**src/sv/hsl_to_rgb_converter_macros.svh**
```systemverilog
// assertion macros for the hsl to rgb converter
`ifndef HSL_TO_RGB_CONVERTER_MACROS_SVH
`define HSL_TO_RGB_CONVERTER_MACROS_SVH

`ifndef ASSERT_OFF
// antecedent implies consequent in the same cycle
`define HSLRGB_ASSERT_SAME(lbl, clk, rst, ante, cons, msg) \
  lbl: assert property (@(posedge clk) disable iff (rst) (ante) |-> (cons)) else $error(msg);
// antecedent implies consequent in the next cycle
`define HSLRGB_ASSERT_NEXT(lbl, clk, rst, ante, cons, msg) \
  lbl: assert property (@(posedge clk) disable iff (rst) (ante) |=> (cons)) else $error(msg);
// antecedent implies consequent after the delay given by argument n
`define HSLRGB_ASSERT_DELAY(lbl, clk, rst, ante, n, cons, msg) \
  lbl: assert property (@(posedge clk) disable iff (rst) (ante) |-> ##n (cons)) else $error(msg);
`else
`define HSLRGB_ASSERT_SAME(lbl, clk, rst, ante, cons, msg)
`define HSLRGB_ASSERT_NEXT(lbl, clk, rst, ante, cons, msg)
`define HSLRGB_ASSERT_DELAY(lbl, clk, rst, ante, n, cons, msg)
`endif

`endif

```
**src/sv/hslrgb_pkg.sv**
```systemverilog
// types and constants shared by the hsl to rgb converter
package hslrgb_pkg;

  localparam int CH_BITS  = 16;
  localparam int HUE_BITS = 14;
  localparam int HUE_MAG_BITS = HUE_BITS - 1;
  localparam int T_BITS   = 10;   // holds 0..960
  localparam int DIV_SHIFT = 6;   // 960 = 64 * 15
  localparam int Q_BITS   = CH_BITS + T_BITS - DIV_SHIFT;
  localparam int RECIP_SHIFT = 24;
  localparam int RECIP_BITS  = 21;

  localparam logic [CH_BITS:0] CH_ONE = {1'b1, {CH_BITS{1'b0}}};
  localparam logic [CH_BITS-1:0] CH_MAX = {CH_BITS{1'b1}};

  localparam logic [HUE_MAG_BITS-1:0] HUE_SECTOR = 13'd960;
  localparam logic [HUE_MAG_BITS-1:0] HUE_DOUBLE = 13'd1920;
  localparam logic [HUE_MAG_BITS-1:0] HUE_EDGE2  = 13'd2880;
  localparam logic [HUE_MAG_BITS-1:0] HUE_EDGE3  = 13'd3840;
  localparam logic [HUE_MAG_BITS-1:0] HUE_EDGE4  = 13'd4800;
  localparam logic [HUE_MAG_BITS-1:0] HUE_TURN   = 13'd5760;

  // floor(2^24 / 15)
  localparam logic [RECIP_BITS-1:0] RECIP15 = 21'd1118481;
  localparam logic [Q_BITS-1:0] DIV_ODD = 20'd15;

  typedef enum logic [2:0] {
    SECT_RED_YEL,
    SECT_YEL_GRN,
    SECT_GRN_CYA,
    SECT_CYA_BLU,
    SECT_BLU_MAG,
    SECT_MAG_RED
  } sector_t;

  typedef struct packed {
    logic signed [HUE_BITS-1:0] hue;
    logic [CH_BITS-1:0]         saturation;
    logic [CH_BITS-1:0]         lightness;
  } hsl_t;

  typedef struct packed {
    logic [CH_BITS-1:0] red;
    logic [CH_BITS-1:0] green;
    logic [CH_BITS-1:0] blue;
  } rgb_t;

  typedef struct packed {
    logic    valid;
    logic    achrom;
    sector_t sector;
  } tag_t;

  typedef struct packed {
    logic [CH_BITS-1:0] c;
    logic [CH_BITS-1:0] l;
    logic [T_BITS-1:0]  t;
  } chroma_t;

  typedef struct packed {
    logic [CH_BITS-1:0] c;
    logic [CH_BITS-1:0] x;
    logic [CH_BITS-1:0] m;
  } mixin_t;

endpackage

```
**src/sv/hslrgb_chroma.sv**
```systemverilog
// hue reduction and chroma, two pipeline stages
module hslrgb_chroma import hslrgb_pkg::*; (
  input  logic    clk,
  input  logic    rst,
  input  logic    in_valid,
  input  hsl_t    hsl,
  output tag_t    tag,
  output chroma_t chroma
);

  logic [CH_BITS:0]        twol;
  logic [CH_BITS:0]        ldev;
  logic [CH_BITS:0]        k_next;
  logic [HUE_MAG_BITS-1:0] hmag;
  logic [HUE_MAG_BITS-1:0] h;
  logic [HUE_MAG_BITS-1:0] r;
  logic [T_BITS-1:0]       t_next;
  tag_t                    tag_next;

  // stage one registers
  tag_t               tag1;
  logic [CH_BITS:0]   k1;
  logic [CH_BITS-1:0] s1;
  logic [CH_BITS-1:0] l1;
  logic [T_BITS-1:0]  t1;

  logic [2*CH_BITS:0] prod;

  always_comb begin
    twol = {hsl.lightness, 1'b0};
    ldev = (twol >= CH_ONE) ? (twol - CH_ONE) : (CH_ONE - twol);
    k_next = CH_ONE - ldev;

    hmag = hsl.hue[HUE_MAG_BITS-1:0];
    h = (hmag > HUE_TURN) ? (hmag - HUE_TURN) : hmag;

    // hue mod two sectors
    if (h >= HUE_TURN) begin
      r = h - HUE_TURN;
    end else if (h >= HUE_EDGE3) begin
      r = h - HUE_EDGE3;
    end else if (h >= HUE_DOUBLE) begin
      r = h - HUE_DOUBLE;
    end else begin
      r = h;
    end
    t_next = (r < HUE_SECTOR) ? r[T_BITS-1:0] : T_BITS'(HUE_DOUBLE - r);

    tag_next.valid  = in_valid;
    tag_next.achrom = hsl.hue[HUE_BITS-1];
    // upper boundary belongs to the lower sector
    if (h <= HUE_SECTOR) begin
      tag_next.sector = SECT_RED_YEL;
    end else if (h <= HUE_DOUBLE) begin
      tag_next.sector = SECT_YEL_GRN;
    end else if (h <= HUE_EDGE2) begin
      tag_next.sector = SECT_GRN_CYA;
    end else if (h <= HUE_EDGE3) begin
      tag_next.sector = SECT_CYA_BLU;
    end else if (h <= HUE_EDGE4) begin
      tag_next.sector = SECT_BLU_MAG;
    end else begin
      tag_next.sector = SECT_MAG_RED;
    end
  end

  assign prod = k1 * {1'b0, s1};

  always_ff @(posedge clk) begin
    k1 <= k_next;
    s1 <= hsl.saturation;
    l1 <= hsl.lightness;
    t1 <= t_next;

    chroma.c <= prod[2*CH_BITS-1:CH_BITS];
    chroma.l <= l1;
    chroma.t <= t1;

    if (rst) begin
      tag1 <= '0;
      tag <= '0;
    end else begin
      tag1 <= tag_next;
      tag <= tag1;
    end
  end

endmodule

```
**src/sv/hslrgb_xscale.sv**
```systemverilog
// x term and offset m, three pipeline stages with a divide by 960
`include "hsl_to_rgb_converter_macros.svh"
module hslrgb_xscale import hslrgb_pkg::*; (
  input  logic    clk,
  input  logic    rst,
  input  tag_t    tag_in,
  input  chroma_t chroma,
  output tag_t    tag,
  output mixin_t  mix
);

  logic [CH_BITS+T_BITS-1:0] prod3;
  logic [CH_BITS-1:0]        m_next;

  tag_t               tag3;
  logic [Q_BITS-1:0]  q3;
  logic [CH_BITS-1:0] c3;
  logic [CH_BITS-1:0] m3;

  logic [Q_BITS+RECIP_BITS-1:0] est;

  tag_t               tag4;
  logic [CH_BITS-1:0] q4;
  logic [Q_BITS-1:0]  n4;
  logic [CH_BITS-1:0] c4;
  logic [CH_BITS-1:0] m4;

  logic [Q_BITS-1:0]  times15;
  logic [Q_BITS-1:0]  rem;
  logic [CH_BITS-1:0] x_next;

  assign prod3  = chroma.c * chroma.t;
  assign m_next = chroma.l - {1'b0, chroma.c[CH_BITS-1:1]};

  // reciprocal estimate is at most one short
  assign est = q3 * RECIP15;

  assign times15 = {q4, 4'b0000} - {4'b0000, q4};
  assign rem     = n4 - times15;
  assign x_next  = (rem >= DIV_ODD) ? (q4 + 1'b1) : q4;

  always_ff @(posedge clk) begin
    q3 <= prod3[CH_BITS+T_BITS-1:DIV_SHIFT];
    c3 <= chroma.c;
    m3 <= m_next;

    q4 <= est[RECIP_SHIFT+CH_BITS-1:RECIP_SHIFT];
    n4 <= q3;
    c4 <= c3;
    m4 <= m3;

    mix.c <= c4;
    mix.x <= x_next;
    mix.m <= m4;

    if (rst) begin
      tag3 <= '0;
      tag4 <= '0;
      tag <= '0;
    end else begin
      tag3 <= tag_in;
      tag4 <= tag3;
      tag <= tag4;
    end
  end

  `HSLRGB_ASSERT_SAME(a_x_le_c, clk, rst, tag.valid, mix.x <= mix.c, "x term above chroma")
  `HSLRGB_ASSERT_SAME(a_rem_small, clk, rst, tag4.valid, rem < 20'd30, "divide estimate off")
  `HSLRGB_ASSERT_NEXT(a_valid_walk, clk, rst, tag3.valid, tag4.valid, "valid bit lost")

endmodule

```
**src/sv/hslrgb_mix.sv**
```systemverilog
// channel placement by sector, offset add and saturation
`include "hsl_to_rgb_converter_macros.svh"
module hslrgb_mix import hslrgb_pkg::*; (
  input  logic   clk,
  input  logic   rst,
  input  tag_t   tag,
  input  mixin_t mix,
  output logic   done,
  output rgb_t   rgb
);

  logic [CH_BITS-1:0] rc;
  logic [CH_BITS-1:0] gc;
  logic [CH_BITS-1:0] bc;
  logic [CH_BITS:0]   rs;
  logic [CH_BITS:0]   gs;
  logic [CH_BITS:0]   bs;
  rgb_t               rgb_next;

  always_comb begin
    rc = '0;
    gc = '0;
    bc = '0;
    if (!tag.achrom) begin
      case (tag.sector)
        SECT_RED_YEL: begin rc = mix.c; gc = mix.x; end
        SECT_YEL_GRN: begin rc = mix.x; gc = mix.c; end
        SECT_GRN_CYA: begin gc = mix.c; bc = mix.x; end
        SECT_CYA_BLU: begin gc = mix.x; bc = mix.c; end
        SECT_BLU_MAG: begin rc = mix.x; bc = mix.c; end
        default: begin rc = mix.c; bc = mix.x; end
      endcase
    end
    rs = {1'b0, rc} + {1'b0, mix.m};
    gs = {1'b0, gc} + {1'b0, mix.m};
    bs = {1'b0, bc} + {1'b0, mix.m};
    rgb_next.red   = rs[CH_BITS] ? CH_MAX : rs[CH_BITS-1:0];
    rgb_next.green = gs[CH_BITS] ? CH_MAX : gs[CH_BITS-1:0];
    rgb_next.blue  = bs[CH_BITS] ? CH_MAX : bs[CH_BITS-1:0];
  end

  always_ff @(posedge clk) begin
    rgb <= rgb_next;
    if (rst) begin
      done <= 1'b0;
    end else begin
      done <= tag.valid;
    end
  end

  `HSLRGB_ASSERT_NEXT(a_grey, clk, rst, tag.valid && tag.achrom, (rgb.red == rgb.green) && (rgb.green == rgb.blue), "achromatic item not grey")
  `HSLRGB_ASSERT_NEXT(a_floor_m, clk, rst, tag.valid, (rgb.red == $past(mix.m)) || (rgb.green == $past(mix.m)) || (rgb.blue == $past(mix.m)), "no channel at offset m")
  `HSLRGB_ASSERT_NEXT(a_done_follow, clk, rst, tag.valid, done, "strobe missing")

endmodule

```
**src/sv/hsl_to_rgb_converter.sv**
```systemverilog
// top level of the hsl to rgb converter
//
//   channel  | handshake          | payload
//   ---------+--------------------+------------------------------------------
//   input    | start, busy        | hsl (hue, saturation, lightness)
//   output   | done (strobe)      | rgb (red, green, blue)
//
// one transaction in per clock while busy is low, one result out per transaction
// pipeline stages: hue/chroma (2 stages), x scale and divide by 960
//   (3 stages, set by the two multipliers and the reciprocal correction),
//   channel mix with saturation (1 stage)
// busy is high only in reset and the cycle after; the pipeline never fills up
// the receiver takes done/rgb for exactly one cycle and cannot stall
// synchronous reset clears the valid bits of every stage
`include "hsl_to_rgb_converter_macros.svh"
module hsl_to_rgb_converter import hslrgb_pkg::*; (
  input  logic clk,
  input  logic rst,
  input  logic start,
  output logic busy,
  input  hsl_t hsl,
  output logic done,
  output rgb_t rgb
);

  logic    accept;
  tag_t    tag_c;
  chroma_t chroma;
  tag_t    tag_x;
  mixin_t  mix;

  // a transaction enters whenever start is seen while busy is low
  assign accept = start && !busy;

  always_ff @(posedge clk) begin
    busy <= rst;
  end

  // stages one and two: hue sector, triangle term, chroma
  hslrgb_chroma u_chroma (
    .clk      (clk),
    .rst      (rst),
    .in_valid (accept),
    .hsl      (hsl),
    .tag      (tag_c),
    .chroma   (chroma)
  );

  // stages three to five: c times triangle over 960, offset m
  hslrgb_xscale u_xscale (
    .clk    (clk),
    .rst    (rst),
    .tag_in (tag_c),
    .chroma (chroma),
    .tag    (tag_x),
    .mix    (mix)
  );

  // stage six: sector placement, add m, saturate, output register
  hslrgb_mix u_mix (
    .clk  (clk),
    .rst  (rst),
    .tag  (tag_x),
    .mix  (mix),
    .done (done),
    .rgb  (rgb)
  );

  `HSLRGB_ASSERT_DELAY(a_latency, clk, rst, accept, 6, done, "result not out after six cycles")
  `HSLRGB_ASSERT_SAME(a_no_extra, clk, rst, done, $past(accept, 6), "result without transaction")
  `HSLRGB_ASSERT_NEXT(a_busy_reset, clk, 1'b0, rst, busy, "busy low after reset")

endmodule

```
**config.mk**
```make
export PLATFORM = sky130hd
export DESIGN_NAME = hsl_to_rgb_converter
export DESIGN_NICKNAME = d
export VERILOG_FILES = /design/src/sv/hslrgb_pkg.sv /design/src/sv/hslrgb_chroma.sv /design/src/sv/hslrgb_xscale.sv /design/src/sv/hslrgb_mix.sv /design/src/sv/hsl_to_rgb_converter.sv
export VERILOG_INCLUDE_DIRS = /design/src /design/src/sv
export SDC_FILE = /design/constraint.sdc
export NUM_CORES = 2
export LEC_CHECK = 0
export BUFFER_PORTS_ARGS = -buffer_cell sky130_fd_sc_hd__buf_4
export CORE_ASPECT_RATIO = 1.4
export CORE_MARGIN = 8
export CORE_UTILIZATION = 50
export CTS_CLUSTER_SIZE = 12
export DETAILED_ROUTE_END_ITERATION = 6
export HOLD_SLACK_MARGIN = 0.05
export PLACE_DENSITY = 0.69
export SETUP_SLACK_MARGIN = 0.2
export SKIP_LAST_GASP = 1
export SLEW_MARGIN = 20
export SYNTH_ARGS = -nofsm -noshare
export SYNTH_HDL_FRONTEND = slang
export SYNTH_SLANG_ARGS = --single-unit
```
**constraint.sdc**
```tcl
create_clock -name clk -period 5.25 [get_ports clk]
set_input_delay 0.2625 -clock clk [delete_from_list [all_inputs] [get_ports clk]]
set_output_delay 0.2625 -clock clk [all_outputs]
set_load 0.02 [all_outputs]
```
Word-level counts from Yosys, hierarchy flattened
Index checks and enable logic that the tools add are counted.
{"block": "op_classes", "addsub": 15, "mul": 3, "div_mod_pow": 0, "order_cmp": 12, "n_eq_ne": 4, "shifts": 0, "muxes": 17, "n_bitwise": 0, "reduce_logical": 12}
{"operator": "$pmux 16 s2", "count": 3}
{"operator": "$mux 16", "count": 4}
{"operator": "$mux 13", "count": 4}
{"operator": "$add 16x16->17", "count": 3}
{"operator": "$mul 20x21->40 const B", "count": 1}
{"operator": "$sub 17x17->17 const A", "count": 2}
{"operator": "$mul 17x16->32", "count": 1}
{"operator": "$le 13x12->1 const B", "count": 2}
{"operator": "$mul 16x10->26", "count": 1}
{"operator": "$sub 13x13->13 const B", "count": 2}
{"operator": "$ge 20x4->1 const B", "count": 1}
{"operator": "$sub 20x16->20", "count": 1}
{"operator": "$sub 20x20->20", "count": 1}
{"operator": "$ge 17x17->1 const B", "count": 1}
{"operator": "$mux 17", "count": 1}
{"operator": "$sub 17x17->17 const B", "count": 1}
{"operator": "$add 16x1->16 const B", "count": 1}
{"operator": "$sub 16x15->16", "count": 1}
{"operator": "$reduce_or 2->1", "count": 7}
{"operator": "$ge 13x11->1 const B", "count": 1}
{"operator": "$ge 13x12->1 const B", "count": 1}
{"operator": "$ge 13x13->1 const B", "count": 1}
{"operator": "$gt 13x13->1 const B", "count": 1}
{"operator": "$le 13x10->1 const B", "count": 1}
{"operator": "17 further kinds", "count": 20}
{"block": "totals", "reg_bits": 344, "latch_bits": 0, "ram_bits": 0, "mem_bits_ro": 0, "inputBits": 49, "out_inout_bits": 50, "wordCells": 102, "memories": 0}

Longest topological paths before layout
{"block": "logic_depth", "depth_word": 8, "ltp_mapped": 25, "mapped_depth_nobuf": 24}

Modules after synthesis
From an unflattened synthesis, not the netlist that was laid out.
{"block": "unflattened", "hier_cells": 3313, "area_unflattened_um2": 30598.1}
{"module": "hslrgb_xscale", "instances": 1, "cells_per_inst": 1393, "area_each_um2": 13998.4, "seq_area_each_um2": 3663.5}
{"module": "hslrgb_chroma", "instances": 1, "cells_per_inst": 1293, "area_each_um2": 11960.2, "seq_area_each_um2": 2182.1}
{"module": "hslrgb_mix", "instances": 1, "cells_per_inst": 625, "area_each_um2": 4605.7, "seq_area_each_um2": 980.9}
{"module": "hsl_to_rgb_converter", "instances": 1, "cells_per_inst": 2, "area_each_um2": 33.8, "seq_area_each_um2": 20.0}

Worst setup path after synthesis
OpenSTA, ideal clock, no wires.
{"block": "synth_timing", "kind": "reg2reg", "startpoint": "reg u_chroma.s1[9]", "endpoint": "reg u_chroma.chroma[41] (netlist name)", "setup_time_ps": 121, "t_arrival_ps": 5709, "required_ps": 5129, "path_slack_ps": -579, "path_stages_with_launch": 23, "path_buffers": 1, "synth_period_minus_slack_ps": 5829, "cell_sequence": "dfxtp_1 clkbuf_1 nand2_1 fa_1 inv_1 fa_1 inv_1 fa_1 fa_1 fa_1 inv_1 fa_1 ha_1 a21o_1 a21oi_1 nand2_1 a21oi_1 o21ai_0 o211ai_1 o211ai_1 a31oi_1 o21bai_1 xnor2_1"}
{"block": "synth_via", "elab_chain_cells": 1}
{"item": "start, declared", "line_no": "hslrgb_chroma.sv:23", "text": "logic [CH_BITS-1:0] s1;"}
{"item": "start signal, assigned", "line_no": "hslrgb_chroma.sv:71", "text": "s1 <= hsl.saturation;"}
{"item": "$mul 17x16->32", "line_no": "hslrgb_chroma.sv:67", "text": "assign prod = k1 * {1'b0, s1};"}
{"item": "named net u_chroma.prod[31]", "line_no": "hslrgb_chroma.sv:27", "text": "logic [2*CH_BITS:0] prod;"}
The timed path passes the listed nets, and every way through them passes these cells.
A chain may end at the register's enable or synchronous reset.

Final worst setup path
{"block": "layout_timing", "startpoint": "reg u_chroma.s1[5]", "endpoint": "reg u_chroma.chroma[38] (netlist name)"}
{"block": "layout_via", "elab_chain_cells": 1}
{"item": "$mul 17x16->32", "line_no": "hslrgb_chroma.sv:67"}
{"item": "named net u_chroma.prod[28]", "line_no": "hslrgb_chroma.sv:27"}
The timed path passes the listed nets, and every way through them passes these cells.

==> impl_metrics.json <==
{
  "outcome": "complete, but fails checks",
  "violations": "setup timing",
  "cts_made_buffers": 37,
  "reg2reg_slack_ns": -0.42,
  "root_buffer": "clkbuf_16",
  "reg2reg_from": "u_chroma.s1[5]$_DFF_P_",
  "drc": 0,
  "hold_violations": 0,
  "rsz0062_at_grt": "true",
  "avgSynthCellArea_um2": 9.23,
  "setup_slack_ns": -0.416,
  "fmax_mhz": 176,
  "drive_gt1_frac": 0.172,
  "core_area_um2": 59400,
  "synth_common_cells": "inv_1, nand2_1, ha_1",
  "clock-sinks": 342,
  "grt.total_usage": 0.213,
  "syn_nets": 4005,
  "ys_warn_count": 0,
  "post-route-cell-area_um2": 35600,
  "synth_seq_cells": 342,
  "critPathTopFamily": "adder cells",
  "cpPeakStageDelay_ns": 0.58,
  "crit_chain": "buf_6, and2_4, fa_2, inv_1, fa_2, fa_2, fa_1, inv_2, fa_1, inv_1, fa_1, inv_2, ha_4, a21o_1, a21o_1, a21oi_4, o21ai_2, o211ai_1, buf_4, buf_4, o21ai_2, o21a_1, nor2_2, xnor2_1",
  "skew_ns": 0.0239,
  "wire_per_inst_um": 16.8,
  "gr-total-overflow": 0,
  "place_congestion": 0.948,
  "cp-end-kind": "register",
  "io_pins": 99,
  "holdPathEnd": "u_chroma.tag1[0]$_SDFF_PP0_",
  "cp.arrival_ns": 6.14,
  "syn-cell-area_um2": 29800,
  "period_share": 1.08,
  "netlist.top_cell.by_area": "fa_1",
  "synthCells": 3232,
  "h-tree-depth": 2,
  "required_ns": 5.72,
  "setup_violations": 19,
  "num_vias": 22800,
  "final_max_slew_viol_count": 0,
  "ys_seq_area_frac": 0.229,
  "wirelength_um": 72700,
  "synth-edff-count": 0,
  "area_delta_synth_final_pct": 19.2,
  "final-seq-area_um2": 6990,
  "placed_cell_area_um2": 32700,
  "clkTransAtPathRegs_ns": 0.06,
  "start_kind": "register",
  "hpwl_um": 58300,
  "slew_headroom": 0.317,
  "avgViaCountPerCell": 5.29,
  "antenna_found_initial": 2,
  "num_rows": 106,
  "netlist.area_leader.share": 0.235,
  "fin_nets": 4315,
  "die_w_um": 222,
  "insertion_delay_ns": 0.57,
  "grt_max_degree": 33,
  "clockBufferDepth": 3,
  "drtIter0Drc": 1193,
  "drv_cap": 0,
  "path_class": "reg -> reg",
  "ant_nets": 0,
  "yosysMostFrequentCell": "inv_1",
  "synth.distinct_cells": 91,
  "rr_worst_depth": 24,
  "slowest_stage": "fa_1",
  "initial_core_util": 0.502,
  "drt-pass1-iter-count": 6,
  "rr_endpoint": "u_chroma.chroma[38]$_DFF_P_",
  "async_flop_share": 0,
  "fillers": 4999,
  "portBuffers": 98,
  "period_minus_slack_ns": 5.67,
  "die_y_um": 305,
  "grt_pass1_wl_um": 119000,
  "grt_pass1_vias": 24200,
  "hold_class": "in -> reg",
  "yosys_most_used_dff": "dfxtp_1",
  "crit_fanout": 6,
  "multi_input_area_um2": 21400,
  "cp_num_buf_inv": 7,
  "min_path_cells": 4,
  "die-area_um2": 67900,
  "hp-start": "hsl[44]",
  "cts_tree": "done",
  "tightest_slew_ns": 1.02,
  "yosys-top-cells-area": "fa_1, dfxtp_1, ha_1, inv_1, nand2_1"
}
-- metrics by stage --
stage | util | cells | setup TNS, ns | hold slack, ns | setup WS, ns
final | 0.599 | 4314 | -3.92 | 0.206 | -0.416
after global placement | 0.551 | 4166 | -4.63 | 0.310 | -0.496
after global routing | 0.599 | 4314 | -8.18 | 0.233 | -0.638
after floorplan | - | 3232 | -0.125 | 0.290 | -0.0782
after CTS | 0.587 | 4287 | -3.09 | 0.180 | -0.376
after detailed placement | 0.551 | 4166 | -6.35 | 0.312 | -0.544
-- final cells by class --
| class | count | area share |
|---|---|---|
| antenna | 1 | 0.0000704 |
| clock buffer | 44 | 0.0282 |
| clock inverter | 10 | 0.00514 |
| inverter | 535 | 0.0565 |
| multi-input combinational | 2255 | 0.602 |
| sequential | 342 | 0.197 |
| tap | 756 | 0.0266 |
| timing repair buffer | 371 | 0.0855 |
-- layout by cell type, fill, tap and decap left out, types with 32 or more instances in the layout --
cell type / synthesis / routed
inv_1: 533 / 511
nand2_1: 393 / 384
ha_1: 374 / 350
fa_1: 350 / 327
buf_4: 0 / 297
dfxtp_1: 342 / 291
and2_1: 183 / 165
xnor2_1: 116 / 113
nor2_1: 120 / 111
a21oi_1: 108 / 95
o21ai_0: 76 / 66
nand3_1: 56 / 55
dlygate4sd3_1: 0 / 44
nor3_1: 46 / 43
nor2b_1: 47 / 43
clkbuf_16: 0 / 37
dfxtp_4: 0 / 32
-- worst min-delay path, stage by stage --
cell	delay, ns
buf_4	0.16
a21boi_1	0.14
nand3_1	0.08
a211oi_1	0.06
-- cells by family (layout without fill, tap and decap cells) --
family	after synthesis	count (layout)	synth area share
AOI/OAI and AO/OA	422	422	0.0967
xor gates and xnor gates	146	146	0.0428
adders and majority gates	724	724	0.392
buffers and inverters	635	960	0.0803
DFF	342	342	0.229
muxes	9	9	0.00310
other	0	1	0
and+or+nand+nor	954	954	0.156
-- how the worst max path moves through the flow --
stage,from,endpoint,slack (ns),cells past startpoint
6_report,u_chroma.s1[5]$_DFF_P_,u_chroma.chroma[38]$_DFF_P_,-0.42,24
5_1_grt,u_chroma.k1[12]$_DFF_P_,u_chroma.chroma[41]$_DFF_P_,-0.64,21
3_5_place_dp,u_chroma.k1[3]$_DFF_P_,u_chroma.chroma[41]$_DFF_P_,-0.54,20
2_1_floorplan,u_chroma.s1[4]$_DFF_P_,u_chroma.chroma[41]$_DFF_P_,-0.08,22
3_3_place_gp,u_chroma.k1[3]$_DFF_P_,u_chroma.chroma[41]$_DFF_P_,-0.50,20
4_1_cts,u_chroma.k1[9]$_DFF_P_,u_chroma.chroma[41]$_DFF_P_,-0.38,22
-- registers in the layout, indices dropped and copies added, names as in the netlist, 10 cells and up --
register         flops
u_chroma.k1         15
u_xscale.c3         16
u_chroma.chroma     42
u_xscale.m3         16
u_xscale.q4         16
u_xscale.c4         16
u_xscale.n4         20
u_chroma.t1         10
u_mix.rgb           48
u_xscale.mix        48
u_chroma.l1         16
u_xscale.q3         20
u_xscale.m4         16
u_chroma.s1         16
-- routing by layer --
metal,global-route usage,share of wire,vias up
li1,-,-,11000
met1,0.224,0.37,11000
met2,0.406,0.54,540
met3,0.0254,0.035,230
met4,0.118,0.058,2
met5,0,0.00018,-
-- what timing repair did --
| action | 4_1_cts | 5_1_grt |
|---|---|---|
| endpoints found under the setup margin | 36 | 42 |
| resized for setup | 113 | 135 |
| gates cloned | 0 | 0 |
| setup buffers | 23 | 26 |
| pin swaps | 56 | 92 |
| hold buffers | 44 | 0 |
| hold endpoints to repair | 53 | 0 |
Power is not shown: default switching activity piles up to over one toggle a cycle in this logic, so the estimate is an artifact.
